[src/otm_pkg.sv]
// ----------------------------------------------------------------------------
// otm_pkg
// Types, command codes, register indexes and the temperature read sequence
// for the one-wire temperature master.
// ----------------------------------------------------------------------------
package otm_pkg;

  typedef enum logic [3:0] {
    PH_IDLE,
    PH_RST_LOW,
    PH_RST_GAP,
    PH_RST_PRES,
    PH_RST_POST,
    PH_WR_SLOT,
    PH_WR_REC,
    PH_RD_PRE,
    PH_RD_SLOT,
    PH_RD_REC
  } phase_t;

  typedef enum logic [1:0] {
    OP_NONE,
    OP_RESET,
    OP_WRITE,
    OP_READ
  } op_t;

  localparam logic [2:0] CMD_TICK  = 3'd0;
  localparam logic [2:0] CMD_RESET = 3'd1;
  localparam logic [2:0] CMD_WRITE = 3'd2;
  localparam logic [2:0] CMD_READ  = 3'd3;
  localparam logic [2:0] CMD_TEMP  = 3'd4;

  localparam int CMD_WIDTH   = 3;
  localparam int BYTE_WIDTH  = 8;
  localparam int TEMP_WIDTH  = 16;
  localparam int CFG_WIDTH   = 10;
  localparam int INDEX_WIDTH = 3;

  localparam logic [2:0] REG_RESET_LOW      = 3'd0;
  localparam logic [2:0] REG_PRESENCE_DELAY = 3'd1;
  localparam logic [2:0] REG_POST_PRESENCE  = 3'd2;
  localparam logic [2:0] REG_SLOT_LOW       = 3'd3;
  localparam logic [2:0] REG_WRITE_SLOT     = 3'd4;
  localparam logic [2:0] REG_READ_SAMPLE    = 3'd5;
  localparam logic [2:0] REG_READ_SLOT      = 3'd6;
  localparam logic [2:0] REG_RECOVERY       = 3'd7;

  localparam logic [9:0] RST_RESET_LOW      = 10'd504;
  localparam logic [9:0] RST_PRESENCE_DELAY = 10'd32;
  localparam logic [9:0] RST_POST_PRESENCE  = 10'd128;
  localparam logic [9:0] RST_SLOT_LOW       = 10'd8;
  localparam logic [9:0] RST_WRITE_SLOT     = 10'd72;
  localparam logic [9:0] RST_READ_SAMPLE    = 10'd12;
  localparam logic [9:0] RST_READ_SLOT      = 10'd76;
  localparam logic [9:0] RST_RECOVERY       = 10'd8;

  localparam logic [7:0] ROM_SKIP   = 8'hCC;
  localparam logic [7:0] CONVERT_T  = 8'h44;
  localparam logic [7:0] READ_PAD   = 8'hBE;
  localparam logic [7:0] SAMPLE_BIT = 8'h80;

  localparam logic [3:0] SEQ_NONE     = 4'd0;
  localparam logic [3:0] SEQ_FIRST    = 4'd1;
  localparam logic [3:0] SEQ_LOW_BYTE = 4'd7;
  localparam logic [3:0] SEQ_LAST     = 4'd9;

  function automatic op_t seq_kind(logic [3:0] step);
    op_t k;
    case (step)
      4'd1, 4'd4, 4'd9:        k = OP_RESET;
      4'd2, 4'd3, 4'd5, 4'd6:  k = OP_WRITE;
      4'd7, 4'd8:              k = OP_READ;
      default:                 k = OP_NONE;
    endcase
    return k;
  endfunction

  function automatic logic [7:0] seq_data(logic [3:0] step);
    logic [7:0] d;
    case (step)
      4'd2, 4'd5: d = ROM_SKIP;
      4'd3:       d = CONVERT_T;
      4'd6:       d = READ_PAD;
      default:    d = 8'h00;
    endcase
    return d;
  endfunction

endpackage

[src/otm_ifs.sv]
// ----------------------------------------------------------------------------
// otm channel interfaces
// Tick input, status output and configuration write channels.
// ----------------------------------------------------------------------------
interface otm_tick_if;
  logic       valid;
  logic       ready;
  logic [2:0] command;
  logic [7:0] data_byte;
  logic       line_level;

  modport source (output valid, output command, output data_byte, output line_level,
                  input ready);
  modport sink   (input valid, input command, input data_byte, input line_level,
                  output ready);
endinterface

interface otm_status_if;
  logic        valid;
  logic        ready;
  logic        drive_low;
  logic        busy_res;
  logic        done_res;
  logic [7:0]  read_value;
  logic [15:0] temperature;

  modport source (output valid, output drive_low, output busy_res, output done_res,
                  output read_value, output temperature, input ready);
  modport sink   (input valid, input drive_low, input busy_res, input done_res,
                  input read_value, input temperature, output ready);
endinterface

interface otm_cfg_if;
  logic       valid;
  logic       ready;
  logic [2:0] index;
  logic [9:0] data;

  modport source (output valid, output index, output data, input ready);
  modport sink   (input valid, input index, input data, output ready);
endinterface

[src/one_wire_temperature_master.sv]
// ----------------------------------------------------------------------------
// one_wire_temperature_master
// One-wire bus master stepped by one tick item per bus microsecond; runs
// reset, byte write, byte read and the temperature read of two scratchpad bytes.
// ----------------------------------------------------------------------------
// The status of each tick transfer is registered in the result register.
// Throughput: one tick per cycle while not stalled; the bus state update is a
// single pass of logic from the state registers and the tick to the next state.
// Ready drops only while the result register is full and not taken.
// Reset: timing registers return to defaults, the bus master goes idle and
// the read byte and temperature word clear.
module one_wire_temperature_master #(
  parameter int COUNTER_WIDTH = 10
) (
  input  logic                clk,
  input  logic                rst,
  otm_tick_if.sink            tick,
  otm_status_if.source        status,
  otm_cfg_if.sink             cfg
);

  localparam int CMPW = ((COUNTER_WIDTH > otm_pkg::CFG_WIDTH) ?
                         COUNTER_WIDTH : otm_pkg::CFG_WIDTH) + 1;
  localparam logic [COUNTER_WIDTH-1:0] CNT_MAX = {COUNTER_WIDTH{1'b1}};

  logic [9:0] reset_low_ticks, presence_delay_ticks, post_presence_ticks, slot_low_ticks;
  logic [9:0] write_slot_ticks, read_sample_ticks, read_slot_ticks, recovery_ticks;

  otm_pkg::phase_t            phase, phase_next;
  logic [COUNTER_WIDTH-1:0]   tick_count, tick_count_next;
  logic [2:0]                 bit_index, bit_index_next;
  logic [7:0]                 shift_byte, shift_byte_next;
  logic [3:0]                 sequence_step, sequence_step_next;
  logic [7:0]                 low_byte, low_byte_next;
  logic [15:0]                result_word, result_word_next;
  logic [7:0]                 last_read, last_read_next;
  logic                       drive_next, done_next;

  logic        out_valid;
  logic        out_drive, out_busy, out_done;
  logic [7:0]  out_read;
  logic [15:0] out_temp;
  logic        accept;

  assign cfg.ready  = 1'b1;
  assign tick.ready = !out_valid || status.ready;
  assign accept     = tick.valid && tick.ready;

  assign status.valid       = out_valid;
  assign status.drive_low   = out_drive;
  assign status.busy_res    = out_busy;
  assign status.done_res    = out_done;
  assign status.read_value  = out_read;
  assign status.temperature = out_temp;

  always_ff @(posedge clk) begin
    if (rst) begin
      reset_low_ticks      <= otm_pkg::RST_RESET_LOW;
      presence_delay_ticks <= otm_pkg::RST_PRESENCE_DELAY;
      post_presence_ticks  <= otm_pkg::RST_POST_PRESENCE;
      slot_low_ticks       <= otm_pkg::RST_SLOT_LOW;
      write_slot_ticks     <= otm_pkg::RST_WRITE_SLOT;
      read_sample_ticks    <= otm_pkg::RST_READ_SAMPLE;
      read_slot_ticks      <= otm_pkg::RST_READ_SLOT;
      recovery_ticks       <= otm_pkg::RST_RECOVERY;
    end else if (cfg.valid && cfg.ready) begin
      case (cfg.index)
        otm_pkg::REG_RESET_LOW:      reset_low_ticks      <= cfg.data;
        otm_pkg::REG_PRESENCE_DELAY: presence_delay_ticks <= cfg.data;
        otm_pkg::REG_POST_PRESENCE:  post_presence_ticks  <= cfg.data;
        otm_pkg::REG_SLOT_LOW:       slot_low_ticks       <= cfg.data;
        otm_pkg::REG_WRITE_SLOT:     write_slot_ticks     <= cfg.data;
        otm_pkg::REG_READ_SAMPLE:    read_sample_ticks    <= cfg.data;
        otm_pkg::REG_READ_SLOT:      read_slot_ticks      <= cfg.data;
        otm_pkg::REG_RECOVERY:       recovery_ticks       <= cfg.data;
        default: ;
      endcase
    end
  end

  function automatic logic ends(logic [COUNTER_WIDTH-1:0] tc, logic [9:0] dur);
    return ((CMPW'(tc) + CMPW'(1)) >= CMPW'(dur)) || (tc == CNT_MAX);
  endfunction

  always_comb begin
    otm_pkg::op_t    kind;
    logic [7:0]      kbyte;
    logic            go;
    logic            fin;
    logic            last;
    phase_next         = phase;
    tick_count_next    = tick_count;
    bit_index_next     = bit_index;
    shift_byte_next    = shift_byte;
    sequence_step_next = sequence_step;
    low_byte_next      = low_byte;
    result_word_next   = result_word;
    last_read_next     = last_read;
    drive_next         = 1'b0;
    done_next          = 1'b0;
    fin                = 1'b0;
    last               = 1'b0;
    go                 = 1'b0;
    kind               = otm_pkg::OP_NONE;
    kbyte              = tick.data_byte;

    if (phase == otm_pkg::PH_IDLE) begin
      go = 1'b1;
      case (tick.command)
        otm_pkg::CMD_RESET: kind = otm_pkg::OP_RESET;
        otm_pkg::CMD_WRITE: kind = otm_pkg::OP_WRITE;
        otm_pkg::CMD_READ:  kind = otm_pkg::OP_READ;
        otm_pkg::CMD_TEMP: begin
          sequence_step_next = otm_pkg::SEQ_FIRST;
          kind  = otm_pkg::seq_kind(otm_pkg::SEQ_FIRST);
          kbyte = otm_pkg::seq_data(otm_pkg::SEQ_FIRST);
        end
        default: go = 1'b0;
      endcase
      if (go) begin
        tick_count_next = '0;
        bit_index_next  = '0;
        case (kind)
          otm_pkg::OP_RESET: phase_next = otm_pkg::PH_RST_LOW;
          otm_pkg::OP_WRITE: begin
            shift_byte_next = kbyte;
            phase_next      = otm_pkg::PH_WR_SLOT;
          end
          otm_pkg::OP_READ: begin
            shift_byte_next = '0;
            phase_next      = otm_pkg::PH_RD_PRE;
          end
          default: phase_next = otm_pkg::PH_IDLE;
        endcase
      end
    end

    case (phase_next)
      otm_pkg::PH_IDLE: ;
      otm_pkg::PH_RST_LOW: begin
        drive_next = 1'b1;
        last = ends(tick_count_next, reset_low_ticks);
        tick_count_next = last ? '0 : tick_count_next + 1'b1;
        if (last) phase_next = otm_pkg::PH_RST_GAP;
      end
      otm_pkg::PH_RST_GAP: begin
        last = ends(tick_count_next, presence_delay_ticks);
        tick_count_next = last ? '0 : tick_count_next + 1'b1;
        if (last) phase_next = otm_pkg::PH_RST_PRES;
      end
      otm_pkg::PH_RST_PRES: begin
        if (!tick.line_level) begin
          phase_next      = otm_pkg::PH_RST_POST;
          tick_count_next = '0;
        end
      end
      otm_pkg::PH_RST_POST: begin
        last = ends(tick_count_next, post_presence_ticks);
        tick_count_next = last ? '0 : tick_count_next + 1'b1;
        fin = last;
      end
      otm_pkg::PH_WR_SLOT: begin
        drive_next = (CMPW'(tick_count_next) < CMPW'(slot_low_ticks)) || !shift_byte_next[0];
        last = ends(tick_count_next, write_slot_ticks);
        tick_count_next = last ? '0 : tick_count_next + 1'b1;
        if (last) phase_next = otm_pkg::PH_WR_REC;
      end
      otm_pkg::PH_WR_REC: begin
        last = ends(tick_count_next, recovery_ticks);
        tick_count_next = last ? '0 : tick_count_next + 1'b1;
        if (last) begin
          shift_byte_next = shift_byte_next >> 1;
          bit_index_next  = bit_index_next + 1'b1;
          if (bit_index_next == '0) fin = 1'b1;
          else phase_next = otm_pkg::PH_WR_SLOT;
        end
      end
      otm_pkg::PH_RD_PRE: begin
        last = ends(tick_count_next, recovery_ticks);
        tick_count_next = last ? '0 : tick_count_next + 1'b1;
        if (last) phase_next = otm_pkg::PH_RD_SLOT;
      end
      otm_pkg::PH_RD_SLOT: begin
        if (tick_count_next == '0) shift_byte_next = shift_byte_next >> 1;
        drive_next = CMPW'(tick_count_next) < CMPW'(slot_low_ticks);
        if ((CMPW'(tick_count_next) == CMPW'(read_sample_ticks)) && tick.line_level)
          shift_byte_next = shift_byte_next | otm_pkg::SAMPLE_BIT;
        last = ends(tick_count_next, read_slot_ticks);
        tick_count_next = last ? '0 : tick_count_next + 1'b1;
        if (last) phase_next = otm_pkg::PH_RD_REC;
      end
      otm_pkg::PH_RD_REC: begin
        last = ends(tick_count_next, recovery_ticks);
        tick_count_next = last ? '0 : tick_count_next + 1'b1;
        if (last) begin
          bit_index_next = bit_index_next + 1'b1;
          if (bit_index_next == '0) begin
            last_read_next = shift_byte_next;
            fin = 1'b1;
          end else begin
            phase_next = otm_pkg::PH_RD_SLOT;
          end
        end
      end
      default: phase_next = otm_pkg::PH_IDLE;
    endcase

    if (fin) begin
      phase_next      = otm_pkg::PH_IDLE;
      tick_count_next = '0;
      if (sequence_step_next == otm_pkg::SEQ_NONE) begin
        done_next = 1'b1;
      end else begin
        if (sequence_step_next == otm_pkg::SEQ_LOW_BYTE) low_byte_next = last_read_next;
        if (sequence_step_next >= otm_pkg::SEQ_LAST) begin
          result_word_next   = {last_read_next, low_byte_next};
          sequence_step_next = otm_pkg::SEQ_NONE;
          done_next          = 1'b1;
        end else begin
          sequence_step_next = sequence_step_next + 1'b1;
          tick_count_next    = '0;
          bit_index_next     = '0;
          case (otm_pkg::seq_kind(sequence_step_next))
            otm_pkg::OP_RESET: phase_next = otm_pkg::PH_RST_LOW;
            otm_pkg::OP_WRITE: begin
              shift_byte_next = otm_pkg::seq_data(sequence_step_next);
              phase_next      = otm_pkg::PH_WR_SLOT;
            end
            otm_pkg::OP_READ: begin
              shift_byte_next = '0;
              phase_next      = otm_pkg::PH_RD_PRE;
            end
            default: phase_next = otm_pkg::PH_IDLE;
          endcase
        end
      end
    end
  end

  always_ff @(posedge clk) begin
    if (rst) begin
      phase         <= otm_pkg::PH_IDLE;
      tick_count    <= '0;
      bit_index     <= '0;
      shift_byte    <= '0;
      sequence_step <= otm_pkg::SEQ_NONE;
      low_byte      <= '0;
      result_word   <= '0;
      last_read     <= '0;
      out_valid     <= 1'b0;
    end else begin
      if (accept) begin
        phase         <= phase_next;
        tick_count    <= tick_count_next;
        bit_index     <= bit_index_next;
        shift_byte    <= shift_byte_next;
        sequence_step <= sequence_step_next;
        low_byte      <= low_byte_next;
        result_word   <= result_word_next;
        last_read     <= last_read_next;
        out_valid     <= 1'b1;
      end else if (status.ready) begin
        out_valid <= 1'b0;
      end
    end
  end

  always_ff @(posedge clk) begin
    if (accept) begin
      out_drive <= drive_next;
      out_busy  <= (phase_next != otm_pkg::PH_IDLE);
      out_done  <= done_next;
      out_read  <= last_read_next;
      out_temp  <= result_word_next;
    end
  end

  a_done_not_busy: assert property (@(posedge clk) disable iff (rst)
    status.valid && status.done_res |-> !status.busy_res)
    else $error("done reported while still busy");

  a_step_range: assert property (@(posedge clk) disable iff (rst)
    sequence_step <= otm_pkg::SEQ_LAST)
    else $error("sequence step out of range");

  a_idle_count: assert property (@(posedge clk) disable iff (rst)
    phase == otm_pkg::PH_IDLE |-> tick_count == '0)
    else $error("tick count not cleared while idle");

  a_stall_holds_state: assert property (@(posedge clk) disable iff (rst)
    !accept |=> $stable(phase) && $stable(tick_count) && $stable(result_word))
    else $error("bus state moved without a tick transfer");

endmodule
[src/flat_wrapper.sv]
// flat-port wrapper written by rule: the top's interface ports become plain ports
module one_wire_temperature_master_flat 
#(
  parameter int COUNTER_WIDTH = 10
)
  (clk, rst, tick_valid, tick_command, tick_data_byte, tick_line_level, tick_ready, status_valid, status_drive_low, status_busy_res, status_done_res, status_read_value, status_temperature, status_ready, cfg_valid, cfg_index, cfg_data, cfg_ready);
  otm_tick_if tick_i ();
  otm_status_if status_i ();
  otm_cfg_if cfg_i ();
  input  logic clk;
  input  logic rst;
  input wire logic [$bits(tick_i.valid)-1:0] tick_valid;
  input wire logic [$bits(tick_i.command)-1:0] tick_command;
  input wire logic [$bits(tick_i.data_byte)-1:0] tick_data_byte;
  input wire logic [$bits(tick_i.line_level)-1:0] tick_line_level;
  output wire logic [$bits(tick_i.ready)-1:0] tick_ready;
  output wire logic [$bits(status_i.valid)-1:0] status_valid;
  output wire logic [$bits(status_i.drive_low)-1:0] status_drive_low;
  output wire logic [$bits(status_i.busy_res)-1:0] status_busy_res;
  output wire logic [$bits(status_i.done_res)-1:0] status_done_res;
  output wire logic [$bits(status_i.read_value)-1:0] status_read_value;
  output wire logic [$bits(status_i.temperature)-1:0] status_temperature;
  input wire logic [$bits(status_i.ready)-1:0] status_ready;
  input wire logic [$bits(cfg_i.valid)-1:0] cfg_valid;
  input wire logic [$bits(cfg_i.index)-1:0] cfg_index;
  input wire logic [$bits(cfg_i.data)-1:0] cfg_data;
  output wire logic [$bits(cfg_i.ready)-1:0] cfg_ready;
  assign tick_i.valid = tick_valid;
  assign tick_i.command = tick_command;
  assign tick_i.data_byte = tick_data_byte;
  assign tick_i.line_level = tick_line_level;
  assign tick_ready = tick_i.ready;
  assign status_valid = status_i.valid;
  assign status_drive_low = status_i.drive_low;
  assign status_busy_res = status_i.busy_res;
  assign status_done_res = status_i.done_res;
  assign status_read_value = status_i.read_value;
  assign status_temperature = status_i.temperature;
  assign status_i.ready = status_ready;
  assign cfg_i.valid = cfg_valid;
  assign cfg_i.index = cfg_index;
  assign cfg_i.data = cfg_data;
  assign cfg_ready = cfg_i.ready;
  one_wire_temperature_master #(.COUNTER_WIDTH(COUNTER_WIDTH)) u_core (.clk(clk), .rst(rst), .tick(tick_i), .status(status_i), .cfg(cfg_i));
endmodule
[config.mk]
export PLATFORM = sky130hd
export DESIGN_NAME = one_wire_temperature_master_flat
export DESIGN_NICKNAME = d
export VERILOG_FILES = /design/src/otm_pkg.sv /design/src/otm_ifs.sv /design/src/one_wire_temperature_master.sv /design/src/flat_wrapper.sv
export SDC_FILE = /design/constraint.sdc
export NUM_CORES = 1
export LEC_CHECK = 0
export ABC_AREA = 1
export CORE_UTILIZATION = 40
export CTS_CLUSTER_SIZE = 16
export DETAILED_ROUTE_END_ITERATION = 10
export DONT_BUFFER_PORTS = 1
export PLACE_DENSITY_LB_ADDON = 0.2
export SYNTH_ARGS = -nofsm -noshare
export SYNTH_HDL_FRONTEND = slang
export SYNTH_SLANG_ARGS = --single-unit
export TNS_END_PERCENT = 20
[constraint.sdc]
create_clock -name clk -period 12.3 [get_ports clk]
set_input_delay 1.845 -clock clk [delete_from_list [all_inputs] [get_ports clk]]
set_output_delay 1.845 -clock clk [all_outputs]
set_load 0.01 [all_outputs]
==> run_results.csv, run 1 <==
group,metric,value,unit
run_status,status,"finished clean",
setup_path,slowest_stage,"xor2_1",
cts,htreeDepth,4,
layout,post-route-util,0.445,
cts,cts_resized,0,
cts,root_buffer,"clkbuf_16",
drt,dr.pass1.iters,5,
job,maxCapViolCount,0,
layout,multi_input_area,0.00538,mm2
drt,vias,8699,
layout,ff_latch_area,0.00365,mm2
worst_hold_path,worst_hold_startpoint,"u_core.slot_low_ticks[9]",
logic_synthesis,ys_types,51,
logic_synthesis,synthCells,1416,
logic_synthesis,async_reset_ff_frac,0,
drt,via_per_inst,5.02,
drt,wl_per_cell,15.2,um
layout,nFillCells,2467,
setup_path,cp.arrival,6.31,ns
logic_synthesis,seq_area_frac_synth,0.363,
cts,hold_buffers,0,
logic_synthesis,avgSynthCellArea,7.10,um2
timing,fin_hold_ws,0.458,ns
grt,grt_max_degree,96,
logic_synthesis,synth.net_count,1524,
timing,slew_viol_final,0,
setup_path,criticalPathCategory,"primary input to register",
grt,grt_pass1_vias,7895,
setup_path,crit_path_max_fanout,28,
logic_synthesis,synthesis.area,0.0101,mm2
power,max-vdd-ir-drop,0.0782,mV
cts,path_clk_slew,0.08,ns
layout,instances_no_fill,1733,
setup_path,cp_top_family,"simple AND/OR/NAND/NOR gates",
grt,antenna_found_initial,0,
timing,fin_crit_sh,0.496,
timing,skew,0.0151,ns
timing,timing.slew.headroom,0.262,
placed_design,place_hpwl,18600,um
placed_design,portBuffers,0,
cts,clock_latency,0.44,ns
setup_path,crit_buf_inv,2,
timing,fmax,164,MHz
setup_path,required,12.50,ns
layout,drive_gt1_frac,0.0788,
drt,remaining_drc_errors,0,
drt,drtIter0Drc,625,
drt,antenna_left,0,
logic_synthesis,synth_ff_type,"dfxtp_1",
worst_hold_path,hold_path_depth,2,
setup_path,critPathMostFrequentCell,"nand2_1",
placed_design,dp.cells,1701,
timing,finalSetupViolations,0,
placed_design,gp_congestion,0.863,
timing,timing.final.hold_violations,0,
die,num_rows,57,
logic_synthesis,synth_edf_count,27,
cts,cts.sinks,169,
timing,worstMarginPinSlew,1.10,ns
setup_path,r2r-end,"u_core.status.busy_res",
cts,cts_buffer_depth,2,
timing,fin_crit,6.10,ns
worst_hold_path,min_to,"u_core.slot_low_ticks[9]",
die,die_h,161,um
setup_path,slowest_delay,0.66,ns
timing,rsz0062_at_grt,"no",
setup_path,r2r_start,"u_core.phase[0]",
layout,diodes,0,
layout,areaGrowthSynthToFinish,8.22,%
grt,grt_pass1_wl,42100,um
grt,track_usage,0.209,
power,p_leak,5.26,nW
drt,wl,26300,um
setup_path,reg2regPathDepth,26,
setup_path,crit_path_end_kind,"register",
die,ioPinCount,60,
logic_synthesis,ys_seq_elements,169,
die,coreArea,0.0245,mm2
die,die_x,161,um
grt,grt_overflow,0,
die,die_area,0.0258,mm2
cts,post-cts-setup-buffer-count,0,
setup_path,rrSetupSlack,7.20,ns
cts,numCtsBuffers,17,
die,initial_utilization,0.411,
setup_path,startpoint_type,"primary input",
timing,setup_tns,0,ns
cts,cts_tree,"built",
power,p_per_area,123,mW/mm2
worst_hold_path,hold_path.class,"register to register",
logic_synthesis,synth_warnings,0,
layout,nNetsFinal,1504,
synthesized netlist by cell type (5+ instances only):
| library cell | number | area share |
|---|---|---|
| xor2_1 | 10 | 0.0087 |
| nand3_1 | 61 | 0.030 |
| nor2_1 | 137 | 0.051 |
| nand2_4 | 5 | 0.0056 |
| a21oi_1 | 122 | 0.061 |
| o211ai_1 | 18 | 0.013 |
| o21ai_1 | 13 | 0.0065 |
| nor2_2 | 9 | 0.0056 |
| o22ai_1 | 7 | 0.0044 |
| nand2_2 | 16 | 0.010 |
| dfxtp_1 | 142 | 0.28 |
| nand4_1 | 25 | 0.016 |
| o21ai_0 | 106 | 0.053 |
| clkbuf_1 | 33 | 0.012 |
| nor3_1 | 6 | 0.0030 |
| edfxtp_1 | 27 | 0.081 |
| nand2_1 | 324 | 0.12 |
| inv_1 | 205 | 0.077 |
| ha_1 | 78 | 0.097 |
| nand3_2 | 16 | 0.016 |
| or2_2 | 10 | 0.0062 |
tightest hold or removal path, delay by kind of cell, from the launching register on:
| family | cells | cell delay, ns |
|---|---|---|
| AOI/OAI and AO/OA | 1 | 0.06 |
| buffers and inverters | 1 | 0.06 |
| DFF | 1 | 0.30 |
sequential cells by signal, indices dropped and copies added (netlist names), 3 cells and up:
| name | cells |
|---|---|
| u_core.reset_low_ticks | 10 |
| u_core.tick_count | 10 |
| u_core.low_byte | 8 |
| u_core.sequence_step | 4 |
| u_core.slot_low_ticks | 10 |
| u_core.read_sample_ticks | 10 |
| u_core.status.temperature | 16 |
| u_core.presence_delay_ticks | 10 |
| u_core.last_read | 8 |
| u_core.bit_index | 3 |
| u_core.status.read_value | 8 |
| u_core.write_slot_ticks | 10 |
| u_core.result_word | 16 |
| u_core.recovery_ticks | 10 |
| u_core.read_slot_ticks | 10 |
| u_core.phase | 4 |
| u_core.shift_byte | 8 |
| u_core.post_presence_ticks | 10 |
how the worst max path moves through the flow:
stage,start,endpoint,slack [ns],depth (start not counted)
after global placement,tick_command[0],u_core.status.busy_res,5.88,25
after global routing,tick_command[0],u_core.status.busy_res,5.71,25
after detailed placement,tick_command[0],u_core.status.busy_res,5.75,25
after floorplan,tick_command[0],u_core.status.busy_res,7.04,26
final,tick_command[0],u_core.status.busy_res,6.20,25
after CTS,tick_command[0],u_core.status.busy_res,6.23,25
power breakdown:
part	internal, W	switching, W	leakage [nW]
registers	0.000592	0.0000162	1.43
clock network	0.000275	0.000270	0.294
logic	0.0000566	0.000127	3.54
total	0.000923	0.000414	5.26
cells in the final DEF (no fill, tap or decap), types with 13 or more instances in the layout:
cell type / netlist / routed
a21oi_1: 122 / 122
clkbuf_16: 0 / 17
dfxtp_1: 142 / 142
edfxtp_1: 27 / 27
ha_1: 78 / 78
inv_1: 205 / 203
nand2_1: 324 / 324
nand2_2: 16 / 16
nand3_1: 61 / 61
nand3_2: 16 / 16
nand4_1: 25 / 25
nor2_1: 137 / 137
o211ai_1: 18 / 18
o21ai_0: 106 / 106
o21ai_1: 13 / 13
kinds of logic (layout without fill, tap and decap cells):
logic type	Yosys count	in the layout	synth area share
buffers and inverters	256	249	0.102
AND/OR/NAND/NOR	622	622	0.280
XOR/XNOR	10	10	0.00871
flip-flops	169	169	0.363
other	1	1	0.000373
adder cells (fa/ha/maj)	78	78	0.0970
AO/OA/AOI/OAI	280	280	0.149
metrics by stage:
stage | instance area (um2) | setup slack [ns] | power (W)
floorplan | 10100 | 7.04 | 0.000762
global placement | 10300 | 5.88 | 0.000801
detailed placement | 10300 | 5.75 | 0.000804
CTS | 10900 | 6.23 | 0.00135
global route | 10900 | 5.71 | 0.00140
finish | 10900 | 6.20 | 0.00134
per-layer routing:
| metal | vias up | wire length [um] | track usage |
|---|---|---|---|
| met2 | 202 | 12300 | 0.348 |
| met1 | 3907 | 12400 | 0.278 |
| met5 | - | 0 | 0 |
| li1 | 4563 | - | - |
| met4 | 0 | 382 | 0.0545 |
| met3 | 27 | 1240 | 0.0354 |
layout make-up:
class                           count  area share
Clock buffer                       17      0.0391
Clock inverter                     15      0.0164
Inverter                          211      0.0735
Multi-Input combinational cell    991       0.494
Sequential cell                   169       0.336
Tap cell                          324      0.0372
Timing Repair Buffer                6     0.00414
Note: power is estimated with default switching activity, not from simulation.
==> run 2, diff against run 1 <==
==> constraint.sdc (replaced) <==
create_clock -name clk -period 5.65 [get_ports clk]
set_input_delay 0.8475 -clock clk [delete_from_list [all_inputs] [get_ports clk]]
set_output_delay 0.8475 -clock clk [all_outputs]
set_load 0.01 [all_outputs]
==> run 2 against run 1 <==
  * Clock skew down 0.0015 ns
  * Die area unchanged
  * Design area up 0.30%
  * Worst setup slack worse by 5.2 ns
  * Wire length up 0.49%
  * Via count up 0.71%
  * Clock power up 120%
  * Sequential share of layout area down 0.10 points
  * Critical endpoint unchanged
==> run_results.csv, run 2 (synthesized netlist as in run 1, its figures left out) <==
group,metric,value,unit
timing,worstMarginPinSlew,1.24,ns
layout,diodes,0,
worst_hold_path,min_to,"u_core.recovery_ticks[6]",
grt,track_usage,0.212,
timing,fin_crit,4.65,ns
setup_path,criticalPathCategory,"primary input to register",
power,max-vdd-ir-drop,0.148,mV
grt,grt_pass1_wl,43000,um
cts,cts_tree,"built",
placed_design,portBuffers,0,
cts,htreeDepth,4,
die,die_x,161,um
cts,post-cts-setup-buffer-count,0,
cts,cts.sinks,169,
timing,finalSetupViolations,0,
setup_path,startpoint_type,"primary input",
cts,cts_buffer_depth,2,
drt,wl,26500,um
drt,antenna_left,0,
placed_design,post-place-ws,0.560,ns
cts,path_clk_slew,0.08,ns
job,maxCapViolCount,0,
timing,worst_slack,0.998,ns
layout,areaGrowthSynthToFinish,8.55,%
worst_hold_path,hold_path.class,"register to register",
setup_path,rrSetupSlack,1.02,ns
die,coreArea,0.0245,mm2
layout,drive_gt1_frac,0.0814,
setup_path,crit_path_end_kind,"register",
drt,dr.pass1.iters,7,
setup_path,required,5.85,ns
drt,drtIter0Drc,676,
die,initial_utilization,0.411,
timing,timing.final.hold_violations,0,
timing,slew_viol_final,0,
layout,final_common_cell,"nand2_1",
cts,cts_resized,0,
drt,remaining_drc_errors,0,
layout,design_area,0.0109,mm2
die,die_area,0.0258,mm2
placed_design,gp_congestion,0.835,
timing,fin_crit_sh,0.823,
power,p_per_area,268,mW/mm2
placed_design,place_area,0.0103,mm2
layout,final_cell_mix,"324 x nand2_1, 203 x inv_1, 142 x dfxtp_1",
cts,numCtsBuffers,17,
grt,antenna_found_initial,0,
worst_hold_path,worst_hold_startpoint,"u_core.recovery_ticks[6]",
die,num_rows,57,
timing,setup_tns,0,ns
drt,via_per_inst,5.04,
setup_path,crit_path_max_fanout,21,
die,ioPinCount,60,
timing,fmax,215,MHz
grt,grt_overflow,0,
timing,rsz0062_at_grt,"no",
die,die_h,161,um
setup_path,cp.arrival,4.85,ns
setup_path,reg2regPathDepth,27,
drt,wl_per_cell,15.2,um
layout,nNetsFinal,1508,
timing,skew,0.0136,ns
placed_design,place_hpwl,19200,um
run_status,status,"finished clean",
cts,clock_latency,0.44,ns
drt,vias,8761,
grt,grt_pass1_vias,8172,
setup_path,r2r_start,"u_core.phase[2]",
timing,timing.slew.headroom,0.171,
setup_path,r2r-end,"u_core.status.busy_res",
grt,grt_max_degree,50,
cts,root_buffer,"clkbuf_16",
worst_hold_path,hold_path_depth,2,
cts,hold_buffers,0,
power,p_leak,5.28,nW
## run 2: changes by cell type in the layout (fill, tap and decap cells not counted), sizes merged
cell,delta
buf,+4
clkinv,-1
inv,+1
## run 2: power by group
group          leakage, nW  total [W]  switching (W)  internal (W)
logic                 3.56   0.000401       0.000277      0.000124
registers             1.43    0.00132      0.0000351       0.00129
clock network        0.296    0.00120       0.000597      0.000602
## run 2: final cells by class
type	instances	area, um2
Clock inverter	15	181
Sequential cell	169	3650
Timing Repair Buffer	10	75.1
Inverter	211	800
Multi-Input combinational cell	991	5380
Fill cell	2494	13500
Tap cell	324	405
Clock buffer	17	425
## run 2: worst max-delay path, stage by stage
cell,delay [ns]
o21ai_1,0.14
nand2_2,0.11
nand2_4,0.20
nand2_1,0.21
inv_1,0.32
ha_1,0.34
nand4_2,0.16
xor2_1,0.16
buf_4,0.18
ha_1,0.31
nand2_1,0.07
nand2_1,0.04
a21oi_1,0.13
nand2_1,0.07
nand2_1,0.06
nand3_1,0.08
nand2_1,0.14
nand3_2,0.37
nand3_2,0.20
nand2_4,0.12
nand2_2,0.17
inv_4,0.08
nand2_4,0.11
nand2_1,0.06
a21oi_1,0.11
nand2_1,0.06
## run 2: worst max path at each step
stage,startpoint,end,slack [ns],depth (start not counted)
floorplan,tick_command[0],u_core.status.busy_res,1.39,26
global placement,tick_command[0],u_core.status.busy_res,0.69,26
detailed placement,tick_command[0],u_core.status.busy_res,0.56,26
CTS,tick_command[0],u_core.status.busy_res,1.03,26
global route,u_core.phase[2],u_core.status.busy_res,0.59,27
finish,tick_command[0],u_core.status.busy_res,1.0,26
## run 2: layer usage
metal,vias to the layer above,global-route usage,part of all wire
met2,197,0.356,0.46
met1,3958,0.275,0.47
met5,-,0,0
met3,36,0.0403,0.047
met4,0,0.0632,0.019
li1,4570,-,-
## run 2: metrics by stage
step           std cells   util  hold WS (ns)  power, W
4_1_cts             1737  0.446         0.463   0.00295
6_report            1737  0.446         0.459   0.00292
3_5_place_dp        1705  0.421         0.451   0.00175
2_1_floorplan       1416      -         0.433   0.00166
5_1_grt             1737  0.446         0.470   0.00306
3_3_place_gp        1705  0.421         0.447   0.00175
